## config.mk

```make
export PLATFORM = sky130hd
export DESIGN_NAME = sha1_message_digest_flat
export DESIGN_NICKNAME = d
export VERILOG_FILES = /design/src/sv/sha1md_pkg.sv /design/src/sv/sha1md_in_if.sv /design/src/sv/sha1md_out_if.sv /design/src/sv/sha1md_dp.sv /design/src/sv/sha1md_ctrl.sv /design/src/sv/sha1_message_digest.sv /design/src/flat_wrapper.sv
export SDC_FILE = /design/constraint.sdc
export NUM_CORES = 2
export LEC_CHECK = 0
export BUFFER_PORTS_ARGS = -buffer_cell sky130_fd_sc_hd__buf_2
export CAP_MARGIN = 20
export CORE_MARGIN = 2
export CORE_UTILIZATION = 40
export CTS_BUF_LIST = sky130_fd_sc_hd__clkbuf_4
export DETAILED_ROUTE_END_ITERATION = 8
export GPL_ROUTABILITY_DRIVEN = 0
export PLACE_DENSITY = 0.67
export RECOVER_POWER = 50
export SLEW_MARGIN = 20
export SYNTH_ARGS = -nofsm -noshare
export SYNTH_HDL_FRONTEND = slang
export SYNTH_SLANG_ARGS = --single-unit
export TNS_END_PERCENT = 100
```

## constraint.sdc

```tcl
create_clock -name clk -period 15.8 [get_ports clk]
set_input_delay 0.79 -clock clk [delete_from_list [all_inputs] [get_ports clk]]
set_output_delay 0.79 -clock clk [all_outputs]
set_load 0.1 [all_outputs]
```

## src/sv/sha1md_pkg.sv

```systemverilog
// shared types, constants and round helpers of the sha-1 digest block
package sha1md_pkg;

  localparam int          ROUNDS      = 80;
  localparam int          WIN_WORDS   = 16;
  localparam int          CHAIN_WORDS = 5;
  localparam logic [6:0]  BLOCK_BYTES = 7'd64;
  localparam logic [5:0]  LEN_OFFSET  = 6'd56;
  localparam logic [2:0]  MAX_BYTES   = 3'd4;
  localparam logic [31:0] PAD_MARK    = 32'h8000_0000;

  localparam logic [31:0] INIT_CHAIN [CHAIN_WORDS] = '{
    32'h6745_2301, 32'hefcd_ab89, 32'h98ba_dcfe, 32'h1032_5476, 32'hc3d2_e1f0
  };

  localparam logic [31:0] K_ROUND_0 = 32'h5a82_7999;
  localparam logic [31:0] K_ROUND_1 = 32'h6ed9_eba1;
  localparam logic [31:0] K_ROUND_2 = 32'h8f1b_bcdc;
  localparam logic [31:0] K_ROUND_3 = 32'hca62_c1d6;

  typedef enum logic [2:0] {
    ST_IDLE,
    ST_ABSORB,
    ST_ROUND,
    ST_FOLD,
    ST_PAD_FIRST,
    ST_PAD_SECOND,
    ST_EMIT
  } ctrl_state_t;

  typedef enum logic [1:0] {
    PH_MESSAGE,
    PH_SPILL,
    PH_FINAL
  } phase_t;

  typedef struct packed {
    logic absorb_in;
    logic absorb_hold;
    logic pad_first;
    logic pad_second;
    logic start_rounds;
    logic do_round;
    logic fold;
    logic emit;
  } dp_cmd_t;

  typedef struct packed {
    logic block_full;
    logic hold_empty;
    logic hold_last;
    logic in_last;
    logic pad_spill;
    logic round_last;
    logic out_free;
  } dp_status_t;

  function automatic logic [31:0] round_const(input logic [6:0] t);
    logic [31:0] k;
    if (t < 7'd20) k = K_ROUND_0;
    else if (t < 7'd40) k = K_ROUND_1;
    else if (t < 7'd60) k = K_ROUND_2;
    else k = K_ROUND_3;
    return k;
  endfunction

  function automatic logic [31:0] round_func(input logic [6:0] t, input logic [31:0] b,
                                             input logic [31:0] c, input logic [31:0] d);
    logic [31:0] f;
    if (t < 7'd20) f = (b & c) ^ (~b & d);
    else if (t < 7'd40) f = b ^ c ^ d;
    else if (t < 7'd60) f = (b & c) ^ (b & d) ^ (c & d);
    else f = b ^ c ^ d;
    return f;
  endfunction

endpackage

```

## src/sv/sha1md_in_if.sv

```systemverilog
// message word channel
interface sha1md_in_if;
  logic        valid;
  logic        ready;
  logic [31:0] data_word;
  logic [2:0]  bytes_valid;
  logic        last_item;

  modport source (output valid, output data_word, output bytes_valid, output last_item,
                  input ready);
  modport sink (input valid, input data_word, input bytes_valid, input last_item,
                output ready);
endinterface

```

## src/sv/sha1md_out_if.sv

```systemverilog
// digest result channel
interface sha1md_out_if;
  logic        valid;
  logic        ready;
  logic [63:0] digest_top;
  logic [63:0] digest_middle;
  logic [31:0] digest_bottom;

  modport source (output valid, output digest_top, output digest_middle,
                  output digest_bottom, input ready);
  modport sink (input valid, input digest_top, input digest_middle, input digest_bottom,
                output ready);
endinterface

```

## src/sv/sha1md_dp.sv

```systemverilog
// datapath: block window, byte packing, padding, round unit and digest register
module sha1md_dp import sha1md_pkg::*; (
  input  logic        clk,
  input  logic        rst,
  input  dp_cmd_t     cmd,
  output dp_status_t  status,
  input  logic [31:0] data_word,
  input  logic [2:0]  bytes_valid,
  input  logic        last_item,
  output logic        out_valid,
  input  logic        out_ready,
  output logic [63:0] digest_top,
  output logic [63:0] digest_middle,
  output logic [31:0] digest_bottom
);

  logic [31:0] chain [CHAIN_WORDS];
  logic [31:0] work [CHAIN_WORDS];
  logic [31:0] win [WIN_WORDS];
  logic [31:0] win_next [WIN_WORDS];
  logic [6:0]  round_index;
  logic [5:0]  block_fill;
  logic [63:0] message_bits;
  logic [31:0] hold_word;
  logic [2:0]  hold_count;
  logic        hold_last;

  logic [2:0]  in_count;
  logic [31:0] src_word;
  logic [2:0]  src_count;
  logic [6:0]  fill_sum;
  logic [6:0]  room;
  logic [2:0]  take;
  logic [6:0]  fill_after;
  logic        pad_spill;
  logic        write_en;
  logic        zero_en;
  logic        len_write;
  logic [31:0] sched_new;
  logic [31:0] round_sum;

  assign in_count = (bytes_valid > MAX_BYTES) ? MAX_BYTES : bytes_valid;

  always_comb begin
    priority if (cmd.absorb_hold) begin
      src_word  = hold_word;
      src_count = hold_count;
    end else if (cmd.pad_first) begin
      src_word  = PAD_MARK;
      src_count = 3'd1;
    end else if (cmd.pad_second) begin
      src_word  = '0;
      src_count = 3'd0;
    end else begin
      src_word  = data_word;
      src_count = in_count;
    end
  end

  // bytes that still fit in the current block
  assign fill_sum   = {1'b0, block_fill} + {4'b0, src_count};
  assign room       = BLOCK_BYTES - {1'b0, block_fill};
  assign take       = (fill_sum > BLOCK_BYTES) ? room[2:0] : src_count;
  assign fill_after = {1'b0, block_fill} + {4'b0, take};
  assign pad_spill  = block_fill >= LEN_OFFSET;

  assign write_en  = cmd.absorb_in | cmd.absorb_hold | cmd.pad_first | cmd.pad_second;
  assign zero_en   = cmd.pad_first | cmd.pad_second;
  assign len_write = cmd.pad_second | (cmd.pad_first & ~pad_spill);

  assign sched_new = {win[13][30:0] ^ win[8][30:0] ^ win[2][30:0] ^ win[0][30:0],
                      win[13][31] ^ win[8][31] ^ win[2][31] ^ win[0][31]};

  always_comb begin
    logic [5:0] pos;
    logic [5:0] byte_ofs;
    pos      = '0;
    byte_ofs = '0;
    win_next = win;
    if (cmd.do_round) begin
      for (int i = 0; i < WIN_WORDS - 1; i++) win_next[i] = win[i + 1];
      win_next[WIN_WORDS - 1] = sched_new;
    end else if (write_en) begin
      for (int p = 0; p < 64; p++) begin
        pos      = 6'(p);
        byte_ofs = pos - block_fill;
        if (pos >= block_fill && byte_ofs < {3'b0, take}) begin
          win_next[p >> 2][8 * (3 - (p & 3)) +: 8] = src_word[8 * (3 - byte_ofs[1:0]) +: 8];
        end else if (zero_en && pos >= block_fill) begin
          win_next[p >> 2][8 * (3 - (p & 3)) +: 8] = 8'h00;
        end
      end
      // bit length goes in the last two words of the block
      if (len_write) begin
        win_next[WIN_WORDS - 2] = message_bits[63:32];
        win_next[WIN_WORDS - 1] = message_bits[31:0];
      end
    end
  end

  assign round_sum = {work[0][26:0], work[0][31:27]}
                   + round_func(round_index, work[1], work[2], work[3])
                   + work[4] + round_const(round_index) + win[0];

  always_ff @(posedge clk) begin
    win <= win_next;
    if (cmd.start_rounds) begin
      for (int i = 0; i < CHAIN_WORDS; i++) work[i] <= chain[i];
    end else if (cmd.do_round) begin
      work[0] <= round_sum;
      work[1] <= work[0];
      work[2] <= {work[1][1:0], work[1][31:2]};
      work[3] <= work[2];
      work[4] <= work[3];
    end
    if (cmd.absorb_in || cmd.absorb_hold) begin
      hold_word <= src_word << {take, 3'b000};
    end
    if (cmd.emit) begin
      digest_top    <= {chain[0], chain[1]};
      digest_middle <= {chain[2], chain[3]};
      digest_bottom <= chain[4];
    end
  end

  always_ff @(posedge clk) begin
    if (rst) begin
      for (int i = 0; i < CHAIN_WORDS; i++) chain[i] <= INIT_CHAIN[i];
      round_index  <= '0;
      block_fill   <= '0;
      message_bits <= '0;
      hold_count   <= '0;
      hold_last    <= 1'b0;
      out_valid    <= 1'b0;
    end else begin
      if (cmd.start_rounds) round_index <= '0;
      else if (cmd.do_round) round_index <= round_index + 7'd1;

      if (cmd.fold) begin
        for (int i = 0; i < CHAIN_WORDS; i++) chain[i] <= chain[i] + work[i];
      end

      if (cmd.absorb_in || cmd.absorb_hold) begin
        block_fill <= fill_after[5:0];
        hold_count <= src_count - take;
      end else if (cmd.pad_first) begin
        block_fill <= '0;
      end

      if (cmd.absorb_in) begin
        message_bits <= message_bits + {58'b0, in_count, 3'b000};
        hold_last    <= last_item;
      end

      if (cmd.emit) begin
        for (int i = 0; i < CHAIN_WORDS; i++) chain[i] <= INIT_CHAIN[i];
        block_fill   <= '0;
        message_bits <= '0;
        out_valid    <= 1'b1;
      end else if (out_ready) begin
        out_valid <= 1'b0;
      end
    end
  end

  always_comb begin
    status.block_full = fill_after == BLOCK_BYTES;
    status.hold_empty = hold_count == 3'd0;
    status.hold_last  = hold_last;
    status.in_last    = last_item;
    status.pad_spill  = pad_spill;
    status.round_last = round_index == 7'(ROUNDS - 1);
    status.out_free   = ~out_valid | out_ready;
  end

endmodule

```

## src/sv/sha1md_ctrl.sv

```systemverilog
// controller: sequences word packing, compression rounds, padding and digest output
module sha1md_ctrl import sha1md_pkg::*; (
  input  logic       clk,
  input  logic       rst,
  input  logic       in_valid,
  output logic       in_ready,
  input  dp_status_t status,
  output dp_cmd_t    cmd
);

  ctrl_state_t state, state_next;
  phase_t      phase, phase_next;

  always_ff @(posedge clk) begin
    if (rst) begin
      state <= ST_IDLE;
      phase <= PH_MESSAGE;
    end else begin
      state <= state_next;
      phase <= phase_next;
    end
  end

  always_comb begin
    state_next = state;
    phase_next = phase;
    cmd        = '0;
    in_ready   = 1'b0;
    unique case (state)
      ST_IDLE: begin
        in_ready = 1'b1;
        if (in_valid) begin
          cmd.absorb_in = 1'b1;
          if (status.block_full) begin
            cmd.start_rounds = 1'b1;
            phase_next       = PH_MESSAGE;
            state_next       = ST_ROUND;
          end else if (status.in_last) begin
            state_next = ST_PAD_FIRST;
          end
        end
      end
      ST_ABSORB: begin
        cmd.absorb_hold = 1'b1;
        if (status.block_full) begin
          cmd.start_rounds = 1'b1;
          phase_next       = PH_MESSAGE;
          state_next       = ST_ROUND;
        end else if (status.hold_last) begin
          state_next = ST_PAD_FIRST;
        end else begin
          state_next = ST_IDLE;
        end
      end
      ST_ROUND: begin
        cmd.do_round = 1'b1;
        if (status.round_last) state_next = ST_FOLD;
      end
      ST_FOLD: begin
        cmd.fold = 1'b1;
        unique case (phase)
          PH_MESSAGE: begin
            // leftover bytes of a word that crossed the block boundary
            if (!status.hold_empty) state_next = ST_ABSORB;
            else if (status.hold_last) state_next = ST_PAD_FIRST;
            else state_next = ST_IDLE;
          end
          PH_SPILL: state_next = ST_PAD_SECOND;
          PH_FINAL: state_next = ST_EMIT;
          default:  state_next = ST_IDLE;
        endcase
      end
      ST_PAD_FIRST: begin
        cmd.pad_first    = 1'b1;
        cmd.start_rounds = 1'b1;
        phase_next       = status.pad_spill ? PH_SPILL : PH_FINAL;
        state_next       = ST_ROUND;
      end
      ST_PAD_SECOND: begin
        cmd.pad_second   = 1'b1;
        cmd.start_rounds = 1'b1;
        phase_next       = PH_FINAL;
        state_next       = ST_ROUND;
      end
      ST_EMIT: begin
        if (status.out_free) begin
          cmd.emit   = 1'b1;
          state_next = ST_IDLE;
        end
      end
      default: state_next = ST_IDLE;
    endcase
  end

endmodule

```

## src/sv/sha1_message_digest.sv

```systemverilog
// sha-1 message digest: packs big-endian words into 64-byte blocks, pads, emits 160-bit digest
// one word per cycle while a block fills; a full block then runs 80 rounds through the
// single round unit plus one chaining add, and no word is taken while they run
// after the last word one more block is compressed before the digest is valid, or two when
// the last word closes a block or the length needs a second padding block
// the digest sits in an output register, so the next message streams in while it waits
// synchronous reset restores the initial chaining words and clears length and fill
module sha1_message_digest import sha1md_pkg::*; (
  input logic           clk,
  input logic           rst,
  sha1md_in_if.sink     in_ch,
  sha1md_out_if.source  out_ch
);

  dp_cmd_t    cmd;
  dp_status_t status;
  logic       in_ready;

  assign in_ch.ready = in_ready;

  sha1md_ctrl u_ctrl (
    .clk      (clk),
    .rst      (rst),
    .in_valid (in_ch.valid),
    .in_ready (in_ready),
    .status   (status),
    .cmd      (cmd)
  );

  sha1md_dp u_dp (
    .clk           (clk),
    .rst           (rst),
    .cmd           (cmd),
    .status        (status),
    .data_word     (in_ch.data_word),
    .bytes_valid   (in_ch.bytes_valid),
    .last_item     (in_ch.last_item),
    .out_valid     (out_ch.valid),
    .out_ready     (out_ch.ready),
    .digest_top    (out_ch.digest_top),
    .digest_middle (out_ch.digest_middle),
    .digest_bottom (out_ch.digest_bottom)
  );

endmodule
```

## src/flat_wrapper.sv

```systemverilog
// flat-port wrapper written by rule: the top's interface ports become plain ports
module sha1_message_digest_flat import sha1md_pkg::*;
  (clk, rst, in_ch_valid, in_ch_data_word, in_ch_bytes_valid, in_ch_last_item, in_ch_ready, out_ch_valid, out_ch_digest_top, out_ch_digest_middle, out_ch_digest_bottom, out_ch_ready);
  sha1md_in_if in_ch_i ();
  sha1md_out_if out_ch_i ();
  input logic clk;
  input logic rst;
  input wire logic [$bits(in_ch_i.valid)-1:0] in_ch_valid;
  input wire logic [$bits(in_ch_i.data_word)-1:0] in_ch_data_word;
  input wire logic [$bits(in_ch_i.bytes_valid)-1:0] in_ch_bytes_valid;
  input wire logic [$bits(in_ch_i.last_item)-1:0] in_ch_last_item;
  output wire logic [$bits(in_ch_i.ready)-1:0] in_ch_ready;
  output wire logic [$bits(out_ch_i.valid)-1:0] out_ch_valid;
  output wire logic [$bits(out_ch_i.digest_top)-1:0] out_ch_digest_top;
  output wire logic [$bits(out_ch_i.digest_middle)-1:0] out_ch_digest_middle;
  output wire logic [$bits(out_ch_i.digest_bottom)-1:0] out_ch_digest_bottom;
  input wire logic [$bits(out_ch_i.ready)-1:0] out_ch_ready;
  assign in_ch_i.valid = in_ch_valid;
  assign in_ch_i.data_word = in_ch_data_word;
  assign in_ch_i.bytes_valid = in_ch_bytes_valid;
  assign in_ch_i.last_item = in_ch_last_item;
  assign in_ch_ready = in_ch_i.ready;
  assign out_ch_valid = out_ch_i.valid;
  assign out_ch_digest_top = out_ch_i.digest_top;
  assign out_ch_digest_middle = out_ch_i.digest_middle;
  assign out_ch_digest_bottom = out_ch_i.digest_bottom;
  assign out_ch_i.ready = out_ch_ready;
  sha1_message_digest u_core (.clk(clk), .rst(rst), .in_ch(in_ch_i), .out_ch(out_ch_i));
endmodule
```

Word level (Yosys, flattened, before mapping)
Memory sizes are Yosys's and may differ from the RTL's. Cells that the tools add are included. W data, S select, Z words.

Flip-flop bits (word level): 791. Memory bits (writable): 320. Input bits: 40. Output and inout bits: 162. Word-level logic and storage cells: 947. Memories: 2.

Memory list: u_core.u_dp.chain (words 5, bits a word 32, rd ports 5, clocked after Yosys merged registers in 0, wr ports 5, RTL line sha1md_dp.sv:17) `logic [31:0] chain [CHAIN_WORDS];`; u_core.u_dp.work (words 5, bits a word 32, rd ports 5, clocked after Yosys merged registers in 0, wr ports 5, RTL line sha1md_dp.sv:18) `logic [31:0] work [CHAIN_WORDS];`.

Add/sub/neg operators: 143. $lt $le $gt $ge: 134. Equality and inequality tests: 14. Shifts and indexed selects: 65. Muxes and demuxes: 204. Bitwise operators: 40. Reductions and logical operators: 269.

Operator list (count): $shiftx A32 B33 Y8 (64); $mux W512 (2); $mux W8 (128); $mux W32 (23); $lt A6 B3 Y1 (64); $add A32 B32 Y32 (9); $ge A6 B6 Y1 const A (32); $sub A2 B2 Y3 const A (64); $sub A6 B6 Y6 const A (32); $reduce_bool A3 Y1 (56); $xor A32 B32 Y32 (5); $reduce_and A2 Y1 (65); $and A32 B32 Y32 (4); $logic_and A1 B1 Y1 (128); $ge A5 B6 Y1 const A (16); $sub A5 B6 Y6 const A (16); $xor A31 B31 Y31 (3); $add A64 B6 Y64 (1); $mux W64 (1); $ge A4 B6 Y1 const A (8); $sub A4 B6 Y6 const A (8); $mux W3 (13); $reduce_bool A4 Y1 (9); $not A32 Y32 (1); other kinds (43) (117).

Logic depth before layout (Yosys ltp)
Depth in word-level cells: 16. Mapped depth: 25. Depth with buffers taken out: 24.

Hierarchy
A second synthesis with hierarchy kept.

Cells, all modules: 6143. Area total of the unflattened synthesis: 62274.7 um2.

By module, submodules not included: sha1md_dp (times used 1, cells an instance 6092, area an instance 61858.1 um2, sequential area each 30729.5 um2); sha1md_ctrl (times used 1, cells an instance 51, area an instance 416.6 um2, sequential area each 100.1 um2).

Worst setup path after synthesis
Ideal clock, no wire load.

Path type: input-to-reg. Start point: in out_ch_ready. End point: mem u_core.u_dp.chain[0][0] (enable). Library setup time: 0.548 ns. Arrival: 13.069 ns. Data required time: 15.252 ns. Setup slack: 2.183 ns. Stages on the path: 6. Buffers on the path: 2. Cells stage by stage: nand2b_1 > nor2b_1 > or2_2 > clkbuf_1 > clkbuf_1 > nand2b_1.

RTL lines: start, declared (RTL line flat_wrapper.sv:17) `input wire logic [$bits(out_ch_i.ready)-1:0] out_ch_ready;`; end, declared (RTL line sha1md_dp.sv:17).

==> impl_results.md <==
* Status: finished, violations left
* Violated checks: max-capacitance violations, max-slew violations
* Slowest cell on crit path: clkbuf_1
* FP Rows at ~140
* Setup violators final at 0
* Clock tree sinks at between 1000 and 1500
* Worst r2r src: u_core.u_ctrl.state[0]
* Met1 GRT Util at 30.4%
* Multi-input combinational cell area at 27700 um2
* Max cap viols at 17
* Average size of a mapped cell at roughly 11 um2
* Reg area at approximately 32000 um2
* Fraction of layout cells with a size suffix above 1 at 10.4%
* Static Leak at about 25 nW
* Startpoint Class: flip-flop
* Arr. time, crit path at between 10 and 15 ns
* Largest area contributor in the netlist: edfxtp_1
* Post-CTS sizing at 0
* Initial antenna violation count at 7
* Largest net degree at the start of global routing at between 200 and 300
* Worst IR Drop VDD at 152 uV
* R2R depth at 5
* Seq/Total Area, Yosys at between 50% and 60%
* Yosys reg bits at between 1000 and 1500
* GRT Residual Overflow at 0
* First-pass GRT wire length at 279000 um
* Setup crit end kind: flip-flop
* Slew headroom at -439%
* Layout Area Growth over Synthesis at 10.7%
* Die H at 397 um
* Worst-Skew Late Latency at ~1.3 ns
* Synth cell types at 94
* CTS tree: built
* Worst path max stage delay at roughly 5.7 ns
* Via count at approximately 48000
* Final Max Slew Viols at approximately 1200
* DR iter-0 viols at approximately 5300
* I/O Buffers at between 200 and 250
* Via density at between 5 and 6
* Clock-pin slew on the worst setup and hold paths at approximately 0.060 ns
* Finished Cell Area at 68500 um2
* Worst-path fanout max at between 150 and 200
* HP Start: in_ch_bytes_valid[2]
* R2R Setup Slk at between 4 and 5 ns
* Hold Crit Depth at 4
* Top_reg_cell synth: edfxtp_1
* Total negative slack at 0 ns
* Worst EP required at about 17 ns
* Global routing's busiest layer: met2
* Ys async rst share at 0%
* Pwr dens at approximately 240 nW/um2
* Grt met3 use at under 10%
* RSZ-0062 raised after global routing: no
* CTS Buf Count at 318
* Final WL at roughly 190000 um
* TritonRoute pass-1 iters at 6
* GR met2 Demand/Resource at approximately 36%
* CP startpoint: u_core.u_ctrl.state[0]
* Net count, final at approximately 6400
* Die width at between 300 and 400 um
* All-Layer GR Usage at 23.0%
* Ys Warns at 0
* Clock root cell: clkbuf_4
* Bufs on Longest Clock Path at 4
* CP Buf/Inv Count at 1
* CTS H-tree lvls at 5
* Dpl cell area at ~65000 um2
* Tightest Pin Transition at 8.09 ns
* WL per Instance at ~23 um
* Crit path cell chain: nor2_1 > nand2_4 > clkbuf_1 > nand4_1 > o21ai_0
* Die ar. at approximately 160000 um2
* Synth area leaders: edfxtp_1 50%, nand2_1 6.2%, ha_1 4.7%
* Cell Area, Synth at slightly above 60000 um2
* Final Hold Viols at 0
* Starting Density at between 40% and 50%
* Detailed Place HPWL at approximately 130000 um
* Mapped Nets at around 6000
* DRC violations left at 0
* # Post-CTS Setup Buffers at 0
* Post-route ant nets at 0
* Yosys top cell area share at 49.7%
* Fmax at about 0.09 GHz
* Reg-to-Reg End: u_core.u_dp.win[327]
* Core area at 154000 um2
* Min Tclk post-route at about 11 ns
* CTS Hold Bufs at 13
* Ports at 202
* Hold Path Sink: u_core.u_dp.message_bits[5]
* Skew final at about 0.17 ns
* Cell count after synthesis at 5663
* Number of synthesized flops with an enable pin at approximately 1000
* Worst Hold Class: in2reg
* Vias in the first global route at between 40000 and 50000
* Final period utilization at between 70% and 80%
* CP Class: reg2reg
* CP delay by family, top: buffers and inverters
* Fill cells at 14551
[metal layers]
metal	routed length, um	vias up
met5	0	-
met4	9150	0
met3	18500	476
met2	83000	2575
met1	75000	22992
li1	-	21586
[sequential cells by signal, summed over array words and instances (netlist names)]
| register | cells |
|---|---|
| u_core.u_dp.hold_last | 1 |
| u_core.u_ctrl.phase | 2 |
| u_core.u_dp.message_bits | 61 |
| u_core.u_dp.digest_middle | 64 |
| u_core.u_ctrl.state | 3 |
| u_core.u_dp.hold_count | 3 |
| u_core.u_dp.out_valid | 1 |
| u_core.u_dp.hold_word | 32 |
| u_core.u_dp.digest_top | 64 |
| u_core.u_dp.win | 512 |
| u_core.u_dp.chain | 160 |
| u_core.u_dp.digest_bottom | 32 |
| u_core.u_dp.work | 160 |
| u_core.u_dp.round_index | 7 |
| u_core.u_dp.block_fill | 6 |
[worst min-delay path, delay by kind of cell]
family	cells	cell delay, ns
AOI/OAI and AO/OA	1	0.07
xor gates and xnor gates	1	0.13
adders and majority gates	1	0.19
buffers and inverters	1	0.14
[cells in the final DEF, fill, tap and decap left out, drive strengths merged, types with 23 or more instances in the layout]
master / netlist / routed
dfxtp: 84 / 84
a22oi: 42 / 42
nand4: 35 / 35
clkbuf: 217 / 629
xor2: 107 / 107
nand3: 105 / 105
nand2: 1027 / 1027
mux4: 57 / 57
buf: 50 / 73
edfxtp: 1024 / 1024
inv: 189 / 194
and3: 49 / 49
a22o: 175 / 175
a221oi: 65 / 65
fa: 130 / 130
and2: 23 / 23
o21ai: 438 / 438
clkinv: 1 / 75
nor2: 380 / 380
mux2i: 53 / 53
o21a: 29 / 29
nor3: 57 / 57
a21o: 97 / 97
a211oi: 37 / 37
o31ai: 28 / 28
nand2b: 61 / 61
o221ai: 34 / 34
a31oi: 58 / 58
ha: 233 / 233
a21oi: 276 / 276
nor2b: 57 / 57
o21bai: 30 / 30
or3: 25 / 25
xnor2: 233 / 233
[logic make-up (layout without fill, tap and decap cells)]
kind of cell,count (synthesis),after routing,share of synthesized area [%]
AO/OA/AOI/OAI,1394,1394,14.6
AND/OR/NAND/NOR,1888,1888,13.4
buffers and inverters,457,988,2.85
other,0,5,0
adder cells (fa/ha/maj),363,363,8.91
multiplexers,113,113,3.03
flip-flops,1108,1108,52.4
XOR/XNOR,340,340,4.81
[area by class of cell]
type                            count  share of cell area, %
Sequential cell                  1108                   47.3
Inverter                          190                   1.04
Clock buffer                      446                   4.88
Antenna cell                        5                 0.0183
Multi-Input combinational cell   4098                   40.4
Tap cell                         2044                   3.73
Timing Repair Buffer              269                   1.92
Clock inverter                     83                  0.635
[worst max-delay path by stage]
stage                                           to  slack, ns  cells past startpoint
after floorplan            u_core.u_dp.chain[0][0]       2.18                      6
after global placement    u_core.u_dp.work[0][159]       7.50                     26
after detailed placement  u_core.u_dp.work[0][159]       7.46                     26
after CTS                 u_core.u_dp.work[0][119]       7.38                     21
after global routing          u_core.u_dp.win[327]       3.75                      5
final                         u_core.u_dp.win[327]       4.67                      5
[report_power, final]
group / switching (mW) / total, mW / internal [mW]
combinational: 5.39 / 8.39 / 3.01
clock: 1.26 / 2.61 / 1.36
sequential: 0.673 / 5.20 / 4.53
total: 7.31 / 16.2 / 8.89
[stage by stage]
step	hold WS (ns)	std cells	setup slack (ns)	total power [mW]	util [%]
floorplan	0.445	5663	2.18	10.9	-
global placement	0.464	7692	7.50	13.2	42.2
detailed placement	0.468	7693	7.46	13.4	42.2
CTS	0.0312	8235	7.38	16.1	44.7
global route	0.0868	8242	3.75	17.3	44.5
finish	0.123	8243	4.67	16.2	44.5
[cells in the mapped netlist (all sizes together) (29+ instances only)]
cell       n
nor2b     57
a22oi     42
and3      49
nor2     380
dfxtp     84
a21o      97
buf       50
mux4      57
a211oi    37
a21oi    276
nand2   1027
mux2i     53
nor3      57
xor2     107
nand4     35
nand2b    61
a22o     175
clkbuf   217
edfxtp  1024
a31oi     58
xnor2    233
o21a      29
o221ai    34
ha       233
a221oi    65
fa       130
o21ai    438
nand3    105
inv      189
o21bai    30
Power figures use the tool's default switching activity.
